$ cat config.mk
export PLATFORM = sky130hd
export DESIGN_NAME = nts_mem
export DESIGN_NICKNAME = d
export VERILOG_FILES = /design/src/sv/neighbor_table_next_hop_select_top_assert.svh /design/src/sv/nts_pkg.sv /design/src/sv/nts_mem.sv
export SDC_FILE = /design/constraint.sdc
export NUM_CORES = 2
export LEC_CHECK = 0
export BUFFER_PORTS_ARGS = -buffer_cell sky130_fd_sc_hd__buf_2
export CELL_PAD_IN_SITES_DETAIL_PLACEMENT = 1
export CELL_PAD_IN_SITES_GLOBAL_PLACEMENT = 1
export CORE_UTILIZATION = 50
export CTS_CLUSTER_DIAMETER = 50
export DETAILED_ROUTE_END_ITERATION = 16
export PLACE_DENSITY = 0.77
export SLEW_MARGIN = 10
export SYNTH_ARGS = -nofsm -noshare
export SYNTH_HDL_FRONTEND = slang
export SYNTH_MEMORY_MAX_BITS = 65536
export SYNTH_SLANG_ARGS = --single-unit
$ cat constraint.sdc
create_clock -name clk -period 9.1 [get_ports clk]
set_clock_uncertainty 0.2 [all_clocks]
set_input_delay 1.365 -clock clk [delete_from_list [all_inputs] [get_ports clk]]
set_output_delay 1.365 -clock clk [all_outputs]
set_load 0.01 [all_outputs]
$ cat src/sv/neighbor_table_next_hop_select_top_assert.svh
`ifndef NEIGHBOR_TABLE_NEXT_HOP_SELECT_TOP_ASSERT_SVH
`define NEIGHBOR_TABLE_NEXT_HOP_SELECT_TOP_ASSERT_SVH

// concurrent checks, removed for synthesis
`ifndef SYNTHESIS
`define NTS_ASSERT_IMPLY(lbl, clk, rst_n, a, b) \
  lbl: assert property (@(posedge clk) disable iff (!rst_n) (a) |-> (b)) \
    else $error("nts check failed");
`define NTS_ASSERT_NEXT(lbl, clk, rst_n, a, b) \
  lbl: assert property (@(posedge clk) disable iff (!rst_n) (a) |=> (b)) \
    else $error("nts check failed");
`else
`define NTS_ASSERT_IMPLY(lbl, clk, rst_n, a, b)
`define NTS_ASSERT_NEXT(lbl, clk, rst_n, a, b)
`endif

`endif

$ cat src/sv/nts_pkg.sv
package nts_pkg;

  localparam int TABLE_ENTRIES_DEF = 32;

  localparam logic [1:0] CMD_BEACON = 2'd0;
  localparam logic [1:0] CMD_EXPIRE = 2'd1;
  localparam logic [1:0] CMD_SELECT = 2'd2;

  localparam logic [1:0] MODE_GREEDY = 2'd0;
  localparam logic [1:0] MODE_LET    = 2'd1;
  localparam logic [1:0] MODE_STABLE = 2'd2;

  localparam logic [2:0] STAT_UPDATED = 3'd0;
  localparam logic [2:0] STAT_FULL    = 3'd1;
  localparam logic [2:0] STAT_EXPIRED = 3'd2;
  localparam logic [2:0] STAT_ARRIVED = 3'd3;
  localparam logic [2:0] STAT_FORWARD = 3'd4;
  localparam logic [2:0] STAT_NO_HOP  = 3'd5;

  localparam logic [2:0] CFG_RANGE   = 3'd0;
  localparam logic [2:0] CFG_SPEED   = 3'd1;
  localparam logic [2:0] CFG_ARRIVAL = 3'd2;
  localparam logic [2:0] CFG_TIMEOUT = 3'd3;
  localparam logic [2:0] CFG_OWN_ID  = 3'd4;

  localparam logic [13:0] LET_MAX     = 14'd15984;
  localparam logic [33:0] SLOW_SPEED2 = 34'd655;
  localparam logic [5:0]  REMOVED_MAX = 6'd63;

  typedef struct packed {
    logic [15:0]        id;
    logic signed [23:0] pos_x;
    logic signed [23:0] pos_y;
    logic signed [15:0] vel_x;
    logic signed [15:0] vel_y;
    logic [31:0]        seen_ms;
    logic [13:0]        link_time;
    logic               stable;
  } nts_entry_t;

  typedef struct packed {
    logic        start;
    logic [63:0] radicand;
  } nts_sqrt_req_t;

  typedef struct packed {
    logic        start;
    logic [63:0] dividend;
    logic [33:0] divisor;
  } nts_div_req_t;

endpackage

$ cat src/sv/nts_mem.sv
module nts_mem #(
  parameter int ENTRIES = 32,
  parameter int ADDR_W  = 5
) (
  input  logic                  clk,
  input  logic                  wr_en,
  input  logic [ADDR_W-1:0]     wr_addr,
  input  nts_pkg::nts_entry_t   wr_data,
  input  logic                  rd_en,
  input  logic [ADDR_W-1:0]     rd_addr,
  output nts_pkg::nts_entry_t   rd_data
);
  import nts_pkg::*;

  nts_entry_t mem_r [ENTRIES];
  nts_entry_t rd_data_r;

  always_ff @(posedge clk) begin
    if (wr_en) begin
      mem_r[wr_addr] <= wr_data;
    end
    if (rd_en) begin
      rd_data_r <= mem_r[rd_addr];
    end
  end

  assign rd_data = rd_data_r;

endmodule

==> flow_summary.ini <==
[synth]
synth-warning-count = 0
synth_common_cells = edfxtp_1, mux4_2, o22ai_1
muxShareOfSynthArea = 0.146
yosysSeqAreaShare = 0.810
synth_edf_count = 4719
synth_compound_area_frac = 0.0225
synth.top_cells.by_area = edfxtp_1, mux4_2, o22ai_1
synth_top_family_by_area = multiplexers
synth_top_area_cell = edfxtp_1
synthAdderAreaFrac = 0
yosys_most_used_dff = edfxtp_1
synth_xor_area_frac = 0
syn-cell-area_sq_mm = 0.175
synth_cell_type_count = 30
synth_top_area_frac = 0.810
async_flop_share = 0
synth.most_common_cell = edfxtp_1
yosys_register_bits = 4719
synth.avg_cell_area_sq_um = 24.4
synth-simple-area-share = 0.00817
synth_nets = 7334
syn_inst = 7178

[sta]
max_slew_margin = 0.125
fmax_ghz = 0.233
rsz0062_at_grt = no
final-max-slew-violation-count = 0
hold_viol_final = 0
setup_violations = 0
period_minus_slack_ns = 4.29
layout_setup_ws_ns = 4.81
worst_pin_slew_ns = 1.31
fin_setup_tns_ns = 0
timing.final.crit_share = 0.472

[drt]
vias = 85200
wl_um = 492000
dr.pass1.iters = 5
via_per_inst = 6.70
drc = 0
drt_iter0_markers = 11400
wl_per_cell_um = 38.6
final_antenna_net_count = 0

[worst_hold_path]
hold_path_class = reg2reg
hp-start = mem_r[30][90]
hold_depth = 3
min_delay_worst_endpoint = rd_data[90]

[critical_path]
worst_ep_arrival_time_ns = 4.78
path_common_cell = buf_4
ff2ff_setup_slack_ns = 6.86
critical_path_class = in2reg
critPathRequiredTime_ns = 9.59
startpoint_type = input port
cp.depth = 6
critical_path.max_stage_delay_ns = 0.75
cp_top_family = buffers and inverters
worst_setup_path_end_kind = flop
worst-path-max-fanout = 27
slowest_stage = or3b_4
cp_num_buf_inv = 3
rr_worst_depth = 3
reg2reg_to = rd_data[129]
r2r-start = mem_r[17][129]
path_cells = buf_2 -> or3b_4 -> buf_4 -> buf_4 -> o22ai_1 -> nor4_1

[run]
drv_cap = 0

[floorplan]
start_util = 0.504
pin_count = 299
row_count = 216
coreArea_sq_mm = 0.347
fp.dieH_um = 594
dieArea_sq_mm = 0.352
die_w_um = 594

[clock_tree]
cts_tree = yes
ctsHoldBuffers = 0
cts_root_buf = clkbuf_16
numCtsBuffers = 462
clk_pin_slew_ns = 0.06
postCtsSetupBuffers = 0
cts_sinks = 4719
htree_num_levels = 5
cts_resized = 0
max-clock-path-buffers = 4
clock_latency_ns = 1.03

[grt]
grt_usage = 0.278
grt_max_degree = 132
antenna_found_initial = 75
grt_pass1_vias = 89800
grt_overflow = 0
grt_first_pass_wirelength_um = 690000

[power]
p_per_area_mw_per_mm2 = 231
power.leakage_uw = 0.0611
vdd_ir_drop_max_mv = 0.279

[place]
hpwl_um = 233000
dpl_worst_slack_ns = 4.02
gp_congestion = 0.744
io_buffers = 298

[cells_and_area]
nNetsFinal = 7863
syn_to_final_growth_pct = 12.8
drive_gt1_frac = 0.278

[run_status]
status = finished clean
per-layer routing:
| layer | global-route usage | part of all wire | vias to the layer above | wire length (um) |
|---|---|---|---|---|
| li1 | - | - | 32500 | - |
| met1 | 0.363 | 0.36 | 46000 | 175000 |
| met2 | 0.466 | 0.50 | 5699 | 247000 |
| met3 | 0.0502 | 0.10 | 1040 | 49400 |
| met4 | 0.114 | 0.041 | 26 | 20100 |
| met5 | 0 | 0.00035 | - | 171 |
stage by stage:
step	util	hold slack (ns)	cells	cell area [sq um]	power (uW)
after floorplan	-	0.524	7178	175000	25900
after global placement	0.524	0.541	11800	182000	26700
after detailed placement	0.524	0.560	11800	182000	26800
after CTS	0.568	0.569	12700	197000	45800
after global routing	0.568	0.621	12700	197000	46500
final	0.568	0.587	12700	197000	45600
power by group:
group | internal (uW) | switching [uW]
clock | 10900 | 8380
combinational | 701 | 1230
sequential | 24300 | 143
total | 35900 | 9750
layout make-up:
cell class | count | area [sq um]
diodes | 38 | 95.1
clock buffers | 548 | 12000
clock inverters | 315 | 3200
fillers | 28500 | 150000
multi-input cells | 2067 | 31300
flip-flops and latches | 4719 | 142000
well taps | 4578 | 5730
repair buffers | 457 | 3350
worst min-delay path: cells and delay by family (launching register included):
kind               cells  cell delay, ns
muxes                  1            0.22
DFF                    1            0.32
AOI/OAI and AO/OA      1            0.06
and+or+nand+nor        1            0.07
kinds of logic (layout without fill, tap and decap cells):
| kind of cell | after synthesis | after routing |
|---|---|---|
| simple gates | 243 | 243 |
| compound gates | 608 | 608 |
| flops | 4719 | 4719 |
| mux | 1216 | 1216 |
| other cells | 0 | 38 |
| buf+inv | 392 | 1320 |
sequential cells by signal, indices dropped and copies added (netlist names):
register  count
mem_r      4576
rd_data     143
worst max-delay path by stage:
stage / end / startpoint / slack (ns)
detailed placement: rd_data[6] / rd_addr[3] / 4.02
global placement: rd_data[6] / rd_addr[4] / 4.13
floorplan: mem_r[12][0] / wr_addr[1] / 0.29
finish: rd_data[109] / rd_addr[3] / 4.81
global route: rd_data[45] / rd_addr[2] / 4.78
CTS: rd_data[6] / rd_addr[3] / 4.96
placed cells by master, fill, tap and decap left out, types with 4 or more instances in the layout:
| master | synthesis | routed |
|---|---|---|
| inv_6 | 0 | 14 |
| buf_12 | 0 | 52 |
| mux2i_1 | 144 | 144 |
| clkinv_1 | 0 | 110 |
| bufinv_16 | 0 | 51 |
| buf_2 | 140 | 295 |
| a22oi_1 | 108 | 108 |
| nand4_1 | 18 | 18 |
| clkbuf_1 | 108 | 81 |
| diode_2 | 0 | 38 |
| nor4_1 | 122 | 122 |
| nand3_1 | 38 | 38 |
| clkinv_4 | 0 | 16 |
| buf_4 | 75 | 109 |
| clkbuf_16 | 0 | 467 |
| clkinv_2 | 0 | 86 |
| clkinvlp_4 | 0 | 20 |
| edfxtp_1 | 4719 | 4719 |
| nor2_4 | 0 | 33 |
| nand3b_1 | 6 | 6 |
| clkinv_16 | 0 | 8 |
| clkinv_8 | 0 | 4 |
| o22ai_1 | 500 | 500 |
| inv_16 | 0 | 4 |
| mux4_2 | 1072 | 1072 |
Note: power is estimated with default switching activity, not from simulation.
