File: config.mk
export PLATFORM = sky130hd
export DESIGN_NAME = nts_div
export DESIGN_NICKNAME = d
export VERILOG_FILES = /design/src/sv/neighbor_table_next_hop_select_top_assert.svh /design/src/sv/nts_pkg.sv /design/src/sv/nts_div.sv
export SDC_FILE = /design/constraint.sdc
export NUM_CORES = 1
export LEC_CHECK = 0
export BUFFER_PORTS_ARGS = -buffer_cell sky130_fd_sc_hd__buf_2
export CELL_PAD_IN_SITES_DETAIL_PLACEMENT = 0
export CELL_PAD_IN_SITES_GLOBAL_PLACEMENT = 2
export CORE_MARGIN = 2
export CORE_UTILIZATION = 35
export DETAILED_ROUTE_END_ITERATION = 12
export PLACE_DENSITY_LB_ADDON = 0.1
export SETUP_SLACK_MARGIN = 0.3
export SLEW_MARGIN = 15
export SYNTH_ARGS = -nofsm -noshare
export SYNTH_HDL_FRONTEND = slang
export SYNTH_SLANG_ARGS = --single-unit
File: constraint.sdc
create_clock -name clk -period 3.5 [get_ports clk]
set_input_delay 0.35 -clock clk [delete_from_list [all_inputs] [get_ports clk]]
set_output_delay 0.35 -clock clk [all_outputs]
set_load 0.03 [all_outputs]
File: src/sv/neighbor_table_next_hop_select_top_assert.svh
`ifndef NEIGHBOR_TABLE_NEXT_HOP_SELECT_TOP_ASSERT_SVH
`define NEIGHBOR_TABLE_NEXT_HOP_SELECT_TOP_ASSERT_SVH

// concurrent checks, removed for synthesis
`ifndef SYNTHESIS
`define NTS_ASSERT_IMPLY(lbl, clk, rst_n, a, b) \
  lbl: assert property (@(posedge clk) disable iff (!rst_n) (a) |-> (b)) \
    else $error("nts check failed");
`define NTS_ASSERT_NEXT(lbl, clk, rst_n, a, b) \
  lbl: assert property (@(posedge clk) disable iff (!rst_n) (a) |=> (b)) \
    else $error("nts check failed");
`else
`define NTS_ASSERT_IMPLY(lbl, clk, rst_n, a, b)
`define NTS_ASSERT_NEXT(lbl, clk, rst_n, a, b)
`endif

`endif

File: src/sv/nts_pkg.sv
package nts_pkg;

  localparam int TABLE_ENTRIES_DEF = 32;

  localparam logic [1:0] CMD_BEACON = 2'd0;
  localparam logic [1:0] CMD_EXPIRE = 2'd1;
  localparam logic [1:0] CMD_SELECT = 2'd2;

  localparam logic [1:0] MODE_GREEDY = 2'd0;
  localparam logic [1:0] MODE_LET    = 2'd1;
  localparam logic [1:0] MODE_STABLE = 2'd2;

  localparam logic [2:0] STAT_UPDATED = 3'd0;
  localparam logic [2:0] STAT_FULL    = 3'd1;
  localparam logic [2:0] STAT_EXPIRED = 3'd2;
  localparam logic [2:0] STAT_ARRIVED = 3'd3;
  localparam logic [2:0] STAT_FORWARD = 3'd4;
  localparam logic [2:0] STAT_NO_HOP  = 3'd5;

  localparam logic [2:0] CFG_RANGE   = 3'd0;
  localparam logic [2:0] CFG_SPEED   = 3'd1;
  localparam logic [2:0] CFG_ARRIVAL = 3'd2;
  localparam logic [2:0] CFG_TIMEOUT = 3'd3;
  localparam logic [2:0] CFG_OWN_ID  = 3'd4;

  localparam logic [13:0] LET_MAX     = 14'd15984;
  localparam logic [33:0] SLOW_SPEED2 = 34'd655;
  localparam logic [5:0]  REMOVED_MAX = 6'd63;

  typedef struct packed {
    logic [15:0]        id;
    logic signed [23:0] pos_x;
    logic signed [23:0] pos_y;
    logic signed [15:0] vel_x;
    logic signed [15:0] vel_y;
    logic [31:0]        seen_ms;
    logic [13:0]        link_time;
    logic               stable;
  } nts_entry_t;

  typedef struct packed {
    logic        start;
    logic [63:0] radicand;
  } nts_sqrt_req_t;

  typedef struct packed {
    logic        start;
    logic [63:0] dividend;
    logic [33:0] divisor;
  } nts_div_req_t;

endpackage

File: src/sv/nts_div.sv
module nts_div (
  input  logic                  clk,
  input  logic                  rst_n,
  input  nts_pkg::nts_div_req_t req,
  output logic                  done,
  output logic [63:0]           quotient
);
  import nts_pkg::*;

  logic [63:0] q_r;
  logic [33:0] rem_r;
  logic [33:0] dsr_r;
  logic [5:0]  cnt_r;
  logic        run_r;
  logic        done_r;
  logic [34:0] trial;
  logic        fit;

  assign trial = {rem_r, q_r[63]};
  assign fit   = trial >= {1'b0, dsr_r};

  always_ff @(posedge clk) begin
    if (!rst_n) begin
      run_r  <= 1'b0;
      done_r <= 1'b0;
    end else begin
      done_r <= 1'b0;
      if (req.start) begin
        run_r <= 1'b1;
      end else if (run_r && cnt_r == 6'd63) begin
        run_r  <= 1'b0;
        done_r <= 1'b1;
      end
    end
  end

  always_ff @(posedge clk) begin
    if (req.start) begin
      q_r   <= req.dividend;
      rem_r <= '0;
      dsr_r <= req.divisor;
      cnt_r <= '0;
    end else if (run_r) begin
      rem_r <= fit ? 34'(trial - {1'b0, dsr_r}) : trial[33:0];
      q_r   <= {q_r[62:0], fit};
      cnt_r <= cnt_r + 6'd1;
    end
  end

  assign done     = done_r;
  assign quotient = q_r;

endmodule
==> flow_metrics.env <==
export IMPL_worstSetupEndpointType="register"
export IMPL_grt_max_degree=118
export IMPL_worstHoldStart="req[7]"
export IMPL_synth_edf_count=98
export IMPL_critical_path_class="register to register"
export IMPL_grt_usage=0.169
export IMPL_syn_area_per_cell_um2=11.1
export IMPL_cts_buffers=17
export IMPL_yosys_top_cells_area="edfxtp_1 40%, dfxtp_1 11%, mux2_2 9.9%"
export IMPL_cts_root_buf="clkbuf_16"
export IMPL_finalNetCount=966
export IMPL_p_per_area_mw_per_mm2=511
export IMPL_worst_slack_ns=0.473
export IMPL_io_pins=166
export IMPL_cts_path_max_buffers=2
export IMPL_first_pass_iters=4
export IMPL_fin_crit_sh=0.865
export IMPL_drt_iter0_drc=227
export IMPL_crit_path_top_delay_cell="ha_1"
export IMPL_clkTransAtPathRegs_ns=0.07
export IMPL_ir_drop_uv=289
export IMPL_grt_pass1_vias=5702
export IMPL_place_congestion=0.845
export IMPL_area_delta_synth_final_pct=23.5
export IMPL_drt_vias_per_instance=5.01
export IMPL_start_kind="register"
export IMPL_die_h_um=149
export IMPL_hold_viol_final=0
export IMPL_r2r_start="dsr_r[11]"
export IMPL_antenna_left=0
export IMPL_hold_path_class="primary input to register"
export IMPL_cp_arrival_ns=3.32
export IMPL_p_leak_nw=3.78
export IMPL_tns_ns=0
export IMPL_syn_num_nets=803
export IMPL_start_util=0.354
export IMPL_seq_area_frac_synth=0.513
export IMPL_max_stage_delay_ns=0.40
export IMPL_cts_tree="built"
export IMPL_final_setup_viol_count=0
export IMPL_crit_top_cell="o21ai_0"
export IMPL_async_flop_share=0
export IMPL_die_area_mm2=0.0223
export IMPL_finClkSkew_ns=0.0106
export IMPL_core_region_area_mm2=0.0208
export IMPL_num_rows=53
export IMPL_grt_overflow_total=0
export IMPL_dieWidth_um=149
export IMPL_path_delay_family="compound AO/OA/AOI/OAI gates"
export IMPL_clock_sinks=140
export IMPL_pre_cts_ws_ns=0.349
export IMPL_crit_buf_inv=1
export IMPL_wl_per_cell_um=16.6
export IMPL_antenna_cells=0
export IMPL_final_core_util=0.438
export IMPL_fmax_ghz=0.330
export IMPL_yosys_cell_types_count=53
export IMPL_crit_required_ns=3.79
export IMPL_port_buffers=165
export IMPL_tightestPinTransition_ns=0.851
export IMPL_drive_gt1_frac=0.341
export IMPL_rsz0062_at_grt="yes"
export IMPL_clock_latency_ns=0.42
export IMPL_syn_inst=666
export IMPL_path_max_fanout=7
export IMPL_syn_cell_area_mm2=0.00738
export IMPL_max_cap_viol_count=0
export IMPL_crit_chain="inv_1 -> ha_1 -> nand4_1 -> or3_1 -> a211oi_1 -> o311ai_0 -> a21oi_1 -> o21ai_0 -> a2bb2oi_1 -> xnor2_1 -> o21ai_0"
export IMPL_postPlaceCellArea_mm2=0.00850
export IMPL_finalInstanceArea_mm2=0.00911
export IMPL_yosysWarnings=0
export IMPL_ys_flop_type="edfxtp_1"
export IMPL_relSlewSlack=0.433
export IMPL_dp_hpwl_um=13300
export IMPL_period_minus_slack_ns=3.03
export IMPL_grt_pass1_wl_um=29600
export IMPL_drc=0
export IMPL_vias=5592
export IMPL_ctsHoldBuffers=0
export IMPL_slew_violations=0
export IMPL_h_tree_depth=4
export IMPL_status="complete, no violations"
export IMPL_synth_area_leader_cell="edfxtp_1"
export IMPL_drt_wl_total_um=18500
export IMPL_crit_start="dsr_r[11]"
export IMPL_antenna_found_initial=1
export IMPL_synth_top_area_frac=0.399
export IMPL_synth_seq_cells=140
==> cell families (layout without fill, tap and decap cells) <==
family,Yosys count,count (layout),share of synthesized area
AOI/OAI and AO/OA,149,149,0.143
xor gates and xnor gates,34,34,0.0404
adders and majority gates,36,36,0.0621
buffers and inverters,77,252,0.0410
DFF,140,140,0.513
muxes,67,67,0.102
and+or+nand+nor,163,163,0.0990
==> final timing paths <==
path          endpoint  depth (start not counted)  slack, ns
max          rem_r[29]                         11       0.47
min           dsr_r[7]                          1        0.1
max reg2reg  rem_r[29]                         11       0.47
min reg2reg   rem_r[4]                          2       0.49
==> per-layer routing <==
layer / GRT usage / up-vias / share of wire
met5: 0 / - / 0.00070
met4: 0.0433 / 2 / 0.0088
met3: 0.0713 / 15 / 0.079
met2: 0.270 / 154 / 0.46
met1: 0.211 / 2637 / 0.45
li1: - / 2784 / -
==> repair_timing <==
| action | in CTS | in global routing |
|---|---|---|
| buffers inserted | 0 | 1 |
| resized for setup | 0 | 7 |
| setup endpoints to repair | 0 | 27 |
==> registers in the layout (all words and copies together) (netlist names) <==
name,flops
cnt_r,6
dsr_r,34
quotient,64
rem_r,34
run_r,1
done,1
==> cell usage in the layout, fill, tap and decap left out, types with 4 or more instances in the layout <==
cell type | Yosys | final
xor2_1 | 6 | 6
xnor2_1 | 28 | 28
inv_6 | 0 | 6
clkbuf_16 | 0 | 17
a311oi_1 | 20 | 20
a21o_1 | 15 | 15
dfxtp_1 | 42 | 42
edfxtp_1 | 98 | 98
buf_2 | 5 | 164
a32oi_1 | 11 | 11
a21oi_1 | 36 | 35
and2_1 | 6 | 6
nand2_1 | 65 | 65
nand4_1 | 11 | 11
ha_1 | 35 | 34
a211oi_1 | 4 | 4
nand2b_1 | 5 | 5
nor2_1 | 43 | 43
nor3_1 | 10 | 10
nand3_1 | 7 | 7
o21ai_0 | 27 | 27
nor2b_1 | 4 | 4
or3_1 | 4 | 4
buf_4 | 0 | 11
inv_1 | 45 | 44
mux2_2 | 65 | 65
o21a_1 | 7 | 7
==> Yosys cell counts, drive strengths merged, types with 4 or more instances <==
cell type,instances
nor3,10
a21oi,36
edfxtp,98
buf,7
clkbuf,25
dfxtp,42
a211oi,5
mux2,65
a311oi,20
xnor2,28
and2,6
or3,4
a21o,15
ha,35
nand4,11
a32oi,11
inv,45
o21a,7
nor2b,4
o21ai,28
nand2b,5
nand2,66
nand3,7
xor2,6
nor2,43
==> area by class of cell <==
cell class              instances  area [um^2]
flip-flops and latches        140         3780
inverters                      45          169
multi-input cells             449         3320
repair buffers                176          923
well taps                     275          344
clock buffers                  17          425
fillers                      2041        11700
clock inverters                14          148
==> power breakdown <==
part           internal [mW]  switching, mW  leakage, nW
clock                   1.00          0.793        0.274
combinational          0.335          0.526         2.19
sequential              1.93         0.0704         1.32
==> through the flow <==
stage / hold slack [ns] / total power [mW] / instances
after floorplan: 0.434 / 2.63 / 666
after global placement: 0.464 / 2.90 / 1084
after detailed placement: 0.466 / 2.90 / 1084
after CTS: 0.0783 / 4.72 / 1115
after global routing: 0.0743 / 4.88 / 1116
final: 0.0998 / 4.66 / 1116
(Power assumes the default switching activity.)
