File: src/sv/neighbor_table_next_hop_select_top_assert.svh
`ifndef NEIGHBOR_TABLE_NEXT_HOP_SELECT_TOP_ASSERT_SVH
`define NEIGHBOR_TABLE_NEXT_HOP_SELECT_TOP_ASSERT_SVH

// concurrent checks, removed for synthesis
`ifndef SYNTHESIS
`define NTS_ASSERT_IMPLY(lbl, clk, rst_n, a, b) \
  lbl: assert property (@(posedge clk) disable iff (!rst_n) (a) |-> (b)) \
    else $error("nts check failed");
`define NTS_ASSERT_NEXT(lbl, clk, rst_n, a, b) \
  lbl: assert property (@(posedge clk) disable iff (!rst_n) (a) |=> (b)) \
    else $error("nts check failed");
`else
`define NTS_ASSERT_IMPLY(lbl, clk, rst_n, a, b)
`define NTS_ASSERT_NEXT(lbl, clk, rst_n, a, b)
`endif

`endif

File: src/sv/nts_pkg.sv
package nts_pkg;

  localparam int TABLE_ENTRIES_DEF = 32;

  localparam logic [1:0] CMD_BEACON = 2'd0;
  localparam logic [1:0] CMD_EXPIRE = 2'd1;
  localparam logic [1:0] CMD_SELECT = 2'd2;

  localparam logic [1:0] MODE_GREEDY = 2'd0;
  localparam logic [1:0] MODE_LET    = 2'd1;
  localparam logic [1:0] MODE_STABLE = 2'd2;

  localparam logic [2:0] STAT_UPDATED = 3'd0;
  localparam logic [2:0] STAT_FULL    = 3'd1;
  localparam logic [2:0] STAT_EXPIRED = 3'd2;
  localparam logic [2:0] STAT_ARRIVED = 3'd3;
  localparam logic [2:0] STAT_FORWARD = 3'd4;
  localparam logic [2:0] STAT_NO_HOP  = 3'd5;

  localparam logic [2:0] CFG_RANGE   = 3'd0;
  localparam logic [2:0] CFG_SPEED   = 3'd1;
  localparam logic [2:0] CFG_ARRIVAL = 3'd2;
  localparam logic [2:0] CFG_TIMEOUT = 3'd3;
  localparam logic [2:0] CFG_OWN_ID  = 3'd4;

  localparam logic [13:0] LET_MAX     = 14'd15984;
  localparam logic [33:0] SLOW_SPEED2 = 34'd655;
  localparam logic [5:0]  REMOVED_MAX = 6'd63;

  typedef struct packed {
    logic [15:0]        id;
    logic signed [23:0] pos_x;
    logic signed [23:0] pos_y;
    logic signed [15:0] vel_x;
    logic signed [15:0] vel_y;
    logic [31:0]        seen_ms;
    logic [13:0]        link_time;
    logic               stable;
  } nts_entry_t;

  typedef struct packed {
    logic        start;
    logic [63:0] radicand;
  } nts_sqrt_req_t;

  typedef struct packed {
    logic        start;
    logic [63:0] dividend;
    logic [33:0] divisor;
  } nts_div_req_t;

endpackage

File: src/sv/nts_sqrt.sv
module nts_sqrt (
  input  logic                   clk,
  input  logic                   rst_n,
  input  nts_pkg::nts_sqrt_req_t req,
  output logic                   done,
  output logic [31:0]            root
);
  import nts_pkg::*;

  logic [63:0] x_r;
  logic [63:0] r_r;
  logic [63:0] b_r;
  logic        run_r;
  logic        done_r;
  logic [63:0] trial;

  assign trial = r_r + b_r;

  always_ff @(posedge clk) begin
    if (!rst_n) begin
      run_r  <= 1'b0;
      done_r <= 1'b0;
    end else begin
      done_r <= 1'b0;
      if (req.start) begin
        run_r <= 1'b1;
      end else if (run_r && b_r == 64'd1) begin
        run_r  <= 1'b0;
        done_r <= 1'b1;
      end
    end
  end

  always_ff @(posedge clk) begin
    if (req.start) begin
      x_r <= req.radicand;
      r_r <= '0;
      b_r <= 64'd1 << 62;
    end else if (run_r) begin
      if (x_r >= trial) begin
        x_r <= x_r - trial;
        r_r <= (r_r >> 1) + b_r;
      end else begin
        r_r <= r_r >> 1;
      end
      b_r <= b_r >> 2;
    end
  end

  assign done = done_r;
  assign root = r_r[31:0];

endmodule

File: config.mk
export PLATFORM = sky130hd
export DESIGN_NAME = nts_sqrt
export DESIGN_NICKNAME = d
export VERILOG_FILES = /design/src/sv/neighbor_table_next_hop_select_top_assert.svh /design/src/sv/nts_pkg.sv /design/src/sv/nts_sqrt.sv
export SDC_FILE = /design/constraint.sdc
export NUM_CORES = 1
export LEC_CHECK = 0
export BUFFER_PORTS_ARGS = -buffer_cell sky130_fd_sc_hd__buf_2
export CAP_MARGIN = 20
export CELL_PAD_IN_SITES_DETAIL_PLACEMENT = 1
export CELL_PAD_IN_SITES_GLOBAL_PLACEMENT = 1
export CORE_MARGIN = 10
export CORE_UTILIZATION = 30
export CTS_CLUSTER_DIAMETER = 50
export DETAILED_ROUTE_END_ITERATION = 8
export GPL_TIMING_DRIVEN = 0
export PLACE_DENSITY = 0.65
export SLEW_MARGIN = 0
export SYNTH_ARGS = -nofsm -noshare
export SYNTH_HDL_FRONTEND = slang
export SYNTH_SLANG_ARGS = --single-unit
File: constraint.sdc
create_clock -name clk -period 21.6 [get_ports clk]
set_clock_uncertainty 0.05 [all_clocks]
set_input_delay 2.16 -clock clk [delete_from_list [all_inputs] [get_ports clk]]
set_output_delay 2.16 -clock clk [all_outputs]
set_load 0.005 [all_outputs]
==> results.yml, run 1 <==
sta:
  fmax_mhz: 130.3
  finalSetupViolCount: 0
  tns_ps: 0
  fin_crit_ps: 7676
  drv_slew: 0
  worst_slack_ps: 13920
  hold_viol_final: 0
  worst_pin_slew_ps: 1070
  finalCritPeriodShare_pct: 35.54
  rsz0062_at_grt: "false"
  slew_headroom_pct: 28.69
yosys:
  synth_flop_cell: "dfxtp_1"
  synth_seq_cells: 162
  synth_fp_nets: 2137
  netlist_instances: 1939
  synth_area_um2: 15220
  yosys.cell_types.count: 85
  seq_area_frac_synth_pct: 25.51
  postSynth.asyncResetShare_pct: 0
  yosysWarnings: 0
  synth_area_per_cell_um2: 7.850
  synth_edf_count: 64
finish:
  mostFrequentLayoutCell: "nand2_1"
  fillers: 6085
  area_growth_pct: 13.30
  drive_gt1_share_pct: 11.58
  layout_common_cells: "nand2_1 (233), nor2_1 (174), o21ai_0 (162)"
  final_area_um2: 17250
  multi_input_area_um2: 10450
  utilization_pct: 34.38
  seq_area_um2: 3884
  diodes: 0
  layout.nets: 2258
min_path:
  holdCritStartpoint: "r_r[54]$_SDFFE_PP0P_"
  worstHoldEndpoint: "r_r[54]$_SDFFE_PP0P_"
  hold_depth: 2
  worstHoldPathType: "reg -> reg"
pwr:
  p_leak_uw: 0.006604
  power_density_nw_per_um2: 136.2
  total_power_uw: 2349
  pwr-share-comb_pct: 64.4
  p_switching_uw: 1200
  p_clk_share_pct: 14.1
  p_int_uw: 1149
  peakVddDrop_uv: 65.52
  seqPwrFrac_pct: 21.5
  sw_frac_of_total_pct: 51.09
setup_path:
  crit_required_ps: 21750
  crit_family: "compound AO/OA/AOI/OAI gates"
  path_buf_inv: 5
  crit_fanout: 17
  end_kind: "register"
  critical_path.max_stage_delay_ps: 720
  worstReg2RegStart: "r_r[2]$_SDFFE_PP0P_"
  reg2reg_depth: 24
  regToRegSetupSlack_ps: 13920
  timing.rr.end: "x_r[43]$_DFFE_PP_"
  crit_chain: "ha_1, a31oi_1, o21bai_1, a31oi_1, o21ai_1, a2111oi_2, o21ai_0, nand2_1, o21bai_1, xnor2_1, ha_1, buf_2, nand4_1, or2_1, nor2_1, nand2_1, a2111oi_2, o31ai_2, a21o_2, buf_6, buf_4, o21ai_4, buf_16, buf_16"
  arrival_ps: 7830
  cpMaxStageDelayCell: "a2111oi_2"
  start_kind: "register"
  crit_type: "reg -> reg"
status:
  status: "finished, final reports clean"
global_routing:
  antenna_found_initial: 0
  grt_pass1_vias: 15990
  grt_pass1_wl_mm: 94.03
  grt_max_degree: 26
  grt_use_total_pct: 20.02
  grt-ovfl-total: 0
die:
  core_area_um2: 50170
  fp-row-count: 82
  start_util_pct: 30.34
  io_pins: 100
  die_h_um: 245.3
  die_w_um: 245.3
  dieArea_um2: 60150
routing:
  drc_errors: 0
  dr_total_vias: 15480
  ant_nets: 0
  drt_iter0_markers: 1082
  wl_mm: 60.94
  wl_per_cell_um: 22.20
  vias_per_cell: 5.639
  first_pass_iters: 7
clock_network:
  clk_pin_slew_ps: 70
  h-tree-depth: 4
  hold_buffers: 0
  cts_resized: 0
  root_buffer: "clkbuf_16"
  postCtsSetupBuffers: 0
  cts_made_buffers: 17
  clk_latency_ps: 510
  cts_tree: "yes"
  cts.sinks: 162
  clock_path_buffers: 2
placed_design:
  hpwlAfterDp_mm: 48.00
  gp_congestion: 0.9148
  portBuffers: 98
  dpl_cell_area_um2: 16650
  pre_cts_ws_ps: 14070
job:
  maxCapViolCount: 0
==> stage by stage <==
step	cells	hold slack, ps
2_1_floorplan	1939	427.7
5_1_grt	2745	538.8
4_1_cts	2745	519.1
3_5_place_dp	2713	504.7
3_3_place_gp	2709	490.1
6_report	2745	509.1
==> tightest hold or removal path, cell delays in order, from the launching register on <==
cell	delay [ps]
dfxtp_1	370
nand2_1	70
o21ai_0	70
==> logic make-up after synthesis <==
family / share of synthesized area, %
simple gates: 19.59
compound gates: 27.15
buf+inv: 5.893
flops: 25.51
xor+xnor: 8.113
fa+ha+maj: 10.82
mux: 2.926
==> synth_stat cells, types with 37 or more instances <==
| cell type | count | area [um^2] |
|---|---|---|
| ha_1 | 130 | 1627 |
| nor2_1 | 174 | 653.1 |
| clkbuf_1 | 81 | 304.0 |
| dfxtp_1 | 98 | 1962 |
| edfxtp_1 | 64 | 1922 |
| xnor2_1 | 74 | 648.1 |
| a31oi_1 | 63 | 394.1 |
| inv_1 | 45 | 168.9 |
| mux2i_1 | 40 | 400.4 |
| nand4_1 | 53 | 331.6 |
| o21ai_0 | 163 | 815.8 |
| nand2_1 | 233 | 874.6 |
| a21oi_1 | 126 | 630.6 |
| a21o_1 | 53 | 397.9 |
| nor3_1 | 37 | 185.2 |
| xor2_1 | 67 | 586.8 |
==> layout make-up <==
type	count	share of cell area, %
clock inverters	15	0.9649
multi-input cells	1588	60.61
well taps	672	4.875
clock buffers	17	2.467
inverters	46	1.001
repair buffers	102	3.366
plain buffers	143	4.201
flip-flops and latches	162	22.52
==> routing by layer <==
metal  vias to the layer above  GRT usage, %  wire length, um
li1                       7378             -                -
met1                      7657         25.90            27990
met2                       366         33.72            29040
met3                        77         2.965             2499
met4                         0         6.082             1407
met5                         -             0                0
==> flip-flops by register name, summed over array words and instances (netlist names) <==
register,flops
done,1
b_r,32
x_r,64
r_r,64
run_r,1
==> power groups by stage <==
stage               combinational (uW)  sequential [uW]  clock, uW
finish                            1510              505        331
floorplan                         1050              485          0
CTS                               1500              506        337
global route                      1660              514        347
detailed placement                1490              512          0
global placement                  1440              520          0
==> worst max-delay path by stage <==
stage                             start                 to  slack, ps  cells past startpoint
CTS                 r_r[2]$_SDFFE_PP0P_  x_r[43]$_DFFE_PP_      14050                     24
global placement    r_r[2]$_SDFFE_PP0P_  x_r[32]$_DFFE_PP_       6530                     19
detailed placement  r_r[2]$_SDFFE_PP0P_  x_r[32]$_DFFE_PP_      14070                     24
floorplan           r_r[2]$_SDFFE_PP0P_   x_r[0]$_DFFE_PP_      12120                     22
global route        r_r[2]$_SDFFE_PP0P_  x_r[43]$_DFFE_PP_      13670                     24
finish              r_r[2]$_SDFFE_PP0P_  x_r[43]$_DFFE_PP_      13920                     24
Power figures use the tool's default switching activity.
==> run 2, diff against run 1 <==
PLACE_DENSITY = 0.67   (was 0.65)
clock period = 6.9 ns   (was 21.6 ns; I/O delays follow)
==> run 2 against run 1 <==
Against the previous run:
- utilization up 0.23 points
- combinational power rose to 3.1 times the previous value
- sequential share of layout area down 0.13 points
- highest routed layer unchanged
- critical path type unchanged
- global-route usage down 0.20 points
- critical endpoint is now x_r[29]$_DFFE_PP_
- register-to-register slack worse by 14000 ps
- hold slack worse by 78 ps
- via count up 0.29%
- critical path depth up 1
- sequential power rose to 3.1 times the previous value
==> results.yml, run 2 (synthesis gave the netlist of run 1 again) <==
status:
  status: "finished, final reports clean"
clock_network:
  root_buffer: "clkbuf_16"
  clk_pin_slew_ps: 80
  h-tree-depth: 4
  hold_buffers: 0
  cts.sinks: 162
  cts_made_buffers: 17
  clk_latency_ps: 490
  cts_tree: "yes"
  clock_path_buffers: 2
placed_design:
  gp_congestion: 0.9280
  hpwlAfterDp_mm: 48.09
  dpl_cell_area_um2: 16650
  pre_cts_ws_ps: -580.4
  portBuffers: 98
die:
  die_h_um: 245.3
  io_pins: 100
  start_util_pct: 30.34
  dieArea_um2: 60150
  die_w_um: 245.3
  fp-row-count: 82
  core_area_um2: 50170
finish:
  mostFrequentLayoutCell: "nand2_1"
  multi_input_area_um2: 10530
  reg.largest.list: "r_r: 64 flops, x_r: 64 flops, b_r: 32 flops"
  drive_gt1_share_pct: 12.28
  diodes: 0
  layout.nets: 2261
  seq_area_um2: 3887
  utilization_pct: 34.61
  area_growth_pct: 14.06
  fillers: 6066
  final_area_um2: 17360
  layout_common_cells: "nand2_1 (233), nor2_1 (174), o21ai_0 (160)"
global_routing:
  grt-ovfl-total: 0
  grt_pass1_vias: 15850
  grt_pass1_wl_mm: 93.38
  antenna_found_initial: 0
  grt_max_degree: 26
  grt_use_total_pct: 19.82
routing:
  first_pass_iters: 5
  wl_mm: 61.01
  ant_nets: 0
  dr_total_vias: 15520
  drt_iter0_markers: 1078
  wl_per_cell_um: 22.20
  vias_per_cell: 5.649
  drc_errors: 0
min_path:
  worstHoldPathType: "in -> reg"
sta:
  worst_slack_ps: 284.8
  drv_slew: 0
  hold_viol_final: 0
  worst_pin_slew_ps: 1117
  finalCritPeriodShare_pct: 95.87
  fmax_mhz: 151.2
  tns_ps: 0
  slew_headroom_pct: 25.52
  fin_crit_ps: 6615
  finalSetupViolCount: 0
setup_path:
  end_kind: "register"
  cpMaxStageDelayCell: "a2111oi_2"
  crit_required_ps: 7040
  crit_top_cell: "buf_4"
  crit_fanout: 25
  crit_type: "reg -> reg"
  critical_path.max_stage_delay_ps: 480
  arrival_ps: 6750
  start_kind: "register"
job:
  maxCapViolCount: 0
pwr:
  p_leak_uw: 0.006660
  total_power_uw: 7367
  peakVddDrop_uv: 148.9
  power_density_nw_per_um2: 424.3
==> run 2: metrics by stage <==
stage                     std cells  hold slack [ps]
after CTS                      2747            409.8
after global placement         2709            491.7
after detailed placement       2713            504.1
after floorplan                1939            427.7
final                          2748            430.7
after global routing           2748            432.0
==> run 2: timing repair <==
action	CTS	global route
pin swaps	1	1
buffers inserted	2	1
setup endpoints to repair	102	98
resized for setup	8	11
==> run 2: path summary, 6_finish.rpt <==
check	from	endpoint	slack [ps]	depth (start not counted)
setup / recovery	r_r[7]$_SDFFE_PP0P_	x_r[29]$_DFFE_PP_	280	25
hold / removal	req[17]	x_r[17]$_DFFE_PP_	430	3
setup reg to reg	r_r[7]$_SDFFE_PP0P_	x_r[29]$_DFFE_PP_	280	25
hold reg to reg	r_r[0]$_SDFFE_PP0P_	r_r[0]$_SDFFE_PP0P_	510	2
==> run 2: layout make-up <==
class,instances,area share [%]
Buffer,143,4.180
Clock buffer,19,2.674
Clock inverter,13,0.7783
Inverter,46,0.9945
Multi-Input combinational cell,1588,60.67
Sequential cell,162,22.39
Tap cell,672,4.843
Timing Repair Buffer,105,3.474
==> run 2: power by group <==
| group | internal [uW] | switching (uW) |
|---|---|---|
| Sequential | 1360 | 228 |
| Clock | 541 | 504 |
| Combinational | 1730 | 3000 |
| Total | 3630 | 3730 |
==> run 2: per-layer routing <==
layer	vias up	GRT usage, %	wire [um]
met5	-	0	0
met4	0	6.594	1456
met3	82	2.585	2455
met2	371	33.79	29470
met1	7690	25.32	27630
li1	7380	-	-
==> run 2: critical path: cells and delay by family (launching register included) <==
family,cells,cell delay (ps)
AO/OA/AOI/OAI,8,2190
XOR/XNOR,1,140
adder cells (fa/ha/maj),1,300
buffers and inverters,8,1610
flip-flops,1,390
AND/OR/NAND/NOR,7,1600
==> run 3, diff against run 2 <==
BUFFER_PORTS_ARGS = default   (was -buffer_cell sky130_fd_sc_hd__buf_2)
DONT_BUFFER_PORTS = 1   (was default)
PLACE_DENSITY = 0.64   (was 0.67)
==> run 3 against run 2 <==
Against the previous run:
- maximum frequency is 1.3% lower
- design area is 2.9% lower
- hold slack worse by 110 ps
- first-iteration DRC count is 2.3% higher
- combinational power hardly changed
- register-to-register slack worse by 90 ps
- global-route usage is 0.071 points higher
- die area stayed put
- sequential cell count stayed put
- utilization is 1.0 points lower
- sequential share of layout area is 0.64 points higher
- sequential power hardly changed
- critical path type unchanged
- largest power group unchanged
==> results.yml, run 3 (synthesis gave the netlist of run 1 again) <==
clock_network:
  h-tree-depth: 4
  hold_buffers: 0
  clk_latency_ps: 480
  clk_pin_slew_ps: 80
  cts.sinks: 162
  root_buffer: "clkbuf_16"
  clock_path_buffers: 2
  cts_made_buffers: 17
  cts_tree: "yes"
die:
  dieArea_um2: 60150
  fp-row-count: 82
  die_h_um: 245.3
  start_util_pct: 30.34
  core_area_um2: 50170
  io_pins: 100
  die_w_um: 245.3
routing:
  first_pass_iters: 5
  drt_iter0_markers: 1103
  ant_nets: 0
  vias_per_cell: 5.717
  wl_mm: 61.45
  drc_errors: 0
  wl_per_cell_um: 23.20
  dr_total_vias: 15150
pwr:
  p_clk_share_pct: 14.1
  p_int_uw: 3589
  seqPwrFrac_pct: 21.6
  p_leak_uw: 0.006220
  sw_frac_of_total_pct: 51.10
  power_density_nw_per_um2: 435.3
  pwr-share-comb_pct: 64.3
  peakVddDrop_uv: 158.5
  p_switching_uw: 3751
setup_path:
  crit_chain: "clkbuf_1, nand2_1, nor3_1, o21ai_0, a211oi_4, o21ai_0, o21ai_1, a21oi_1, nor3_1, o21ai_0, xor2_1, ha_1, clkbuf_1, nand4_1, nor3_1, o31ai_2, a21o_2, buf_6, buf_4, o21ai_4, buf_4, buf_12"
  crit_type: "reg -> reg"
  critical_path.max_stage_delay_ps: 480
  start_kind: "register"
  reg2reg_depth: 22
  crit_fanout: 27
  worstReg2RegStart: "r_r[21]$_SDFFE_PP0P_"
  crit_required_ps: 7030
  timing.rr.end: "x_r[26]$_DFFE_PP_"
  regToRegSetupSlack_ps: 200
  crit_family: "compound AO/OA/AOI/OAI gates"
  arrival_ps: 6830
  cpMaxStageDelayCell: "nor3_1"
  path_buf_inv: 6
  end_kind: "register"
sta:
  finalSetupViolCount: 0
  worst_pin_slew_ps: 1124
  hold_viol_final: 0
  fin_crit_ps: 6704
  rsz0062_at_grt: "false"
  drv_slew: 0
  slew_headroom_pct: 25.07
  fmax_mhz: 149.2
  tns_ps: 0
  finalCritPeriodShare_pct: 97.16
finish:
  diodes: 0
  multi_input_area_um2: 10540
  area_growth_pct: 10.78
  reg.largest.list: "r_r: 64 flops, x_r: 64 flops, b_r: 32 flops"
  layout.nets: 2162
  fillers: 6064
  drive_gt1_share_pct: 7.739
  final_area_um2: 16860
  seq_area_um2: 3884
  mostFrequentLayoutCell: "nand2_1"
  layout_common_cells: "nand2_1 (233), nor2_1 (174), o21ai_0 (160)"
global_routing:
  antenna_found_initial: 0
  grt_pass1_wl_mm: 93.43
  grt-ovfl-total: 0
  grt_pass1_vias: 15440
  grt_use_total_pct: 19.89
  grt_max_degree: 28
placed_design:
  dpl_cell_area_um2: 16160
  hpwlAfterDp_mm: 48.21
  gp_congestion: 0.9350
  portBuffers: 0
min_path:
  hold_depth: 1
  worstHoldPathType: "in -> reg"
  holdCritStartpoint: "rst_n"
  worstHoldEndpoint: "run_r$_SDFFE_PN0P_"
status:
  status: "finished, final reports clean"
job:
  maxCapViolCount: 0
-- run 3: cell count changes in the layout (fill, tap and decap cells not counted), sizes merged --
cell      previous run  this run
buf                166        67
clkinv               5         3
clkinvlp             0         3
clkbuf             101       100
-- run 3: stage by stage --
stage / total power [uW] / hold slack, ps / std cells / utilization (%) / setup WS, ps
after floorplan: 4805 / 427.7 / 1939 / - / 392.4
after global placement: 6095 / 492.3 / 2611 / 32.02 / -2723
after detailed placement: 6221 / 510.0 / 2615 / 32.22 / -564.6
after CTS: 7292 / 300.5 / 2647 / 33.50 / 17.83
after global routing: 7875 / 322.2 / 2649 / 33.61 / 20.73
final: 7340 / 317.6 / 2649 / 33.61 / 196.2
-- run 3: cell type report --
class,instances,area share (%)
Buffer,143,4.318
Multi-Input combinational cell,1588,62.52
Clock inverter,14,0.8236
Inverter,46,1.024
Sequential cell,162,23.03
Tap cell,672,4.986
Timing Repair Buffer,6,0.6233
Clock buffer,18,2.671
-- run 3: worst max-delay path by stage --
stage,startpoint,end,slack [ps],depth (start not counted)
finish,r_r[21]$_SDFFE_PP0P_,x_r[26]$_DFFE_PP_,200,22
global route,r_r[2]$_SDFFE_PP0P_,x_r[26]$_DFFE_PP_,20,24
CTS,r_r[2]$_SDFFE_PP0P_,x_r[40]$_DFFE_PP_,20,24
detailed placement,r_r[2]$_SDFFE_PP0P_,x_r[30]$_DFFE_PP_,-560,24
global placement,r_r[2]$_SDFFE_PP0P_,x_r[30]$_DFFE_PP_,-2720,22
floorplan,r_r[2]$_SDFFE_PP0P_,x_r[0]$_DFFE_PP_,390,22
-- run 3: routing by layer --
layer  track usage, %  part of all wire (%)  vias up
met5                0                     0        -
li1                 -                     -     7191
met3            2.498                   3.8       69
met2            34.22                    48      312
met4            5.753                   2.1        0
met1            25.53                    46     7573
-- run 3: power by group through the flow --
stage	clock network [uW]	logic [uW]	registers, uW
after CTS	1040	4660	1580
after floorplan	0	3300	1510
final	1030	4720	1590
after global routing	1080	5190	1610
after detailed placement	0	4610	1610
after global placement	0	4490	1610
-- run 3: timing repair --
action / 4_1_cts / 5_1_grt
pin swaps: 0 / 1
resized for setup: 8 / 13
buffers inserted: 0 / 2
endpoints found under the setup margin: 106 / 96
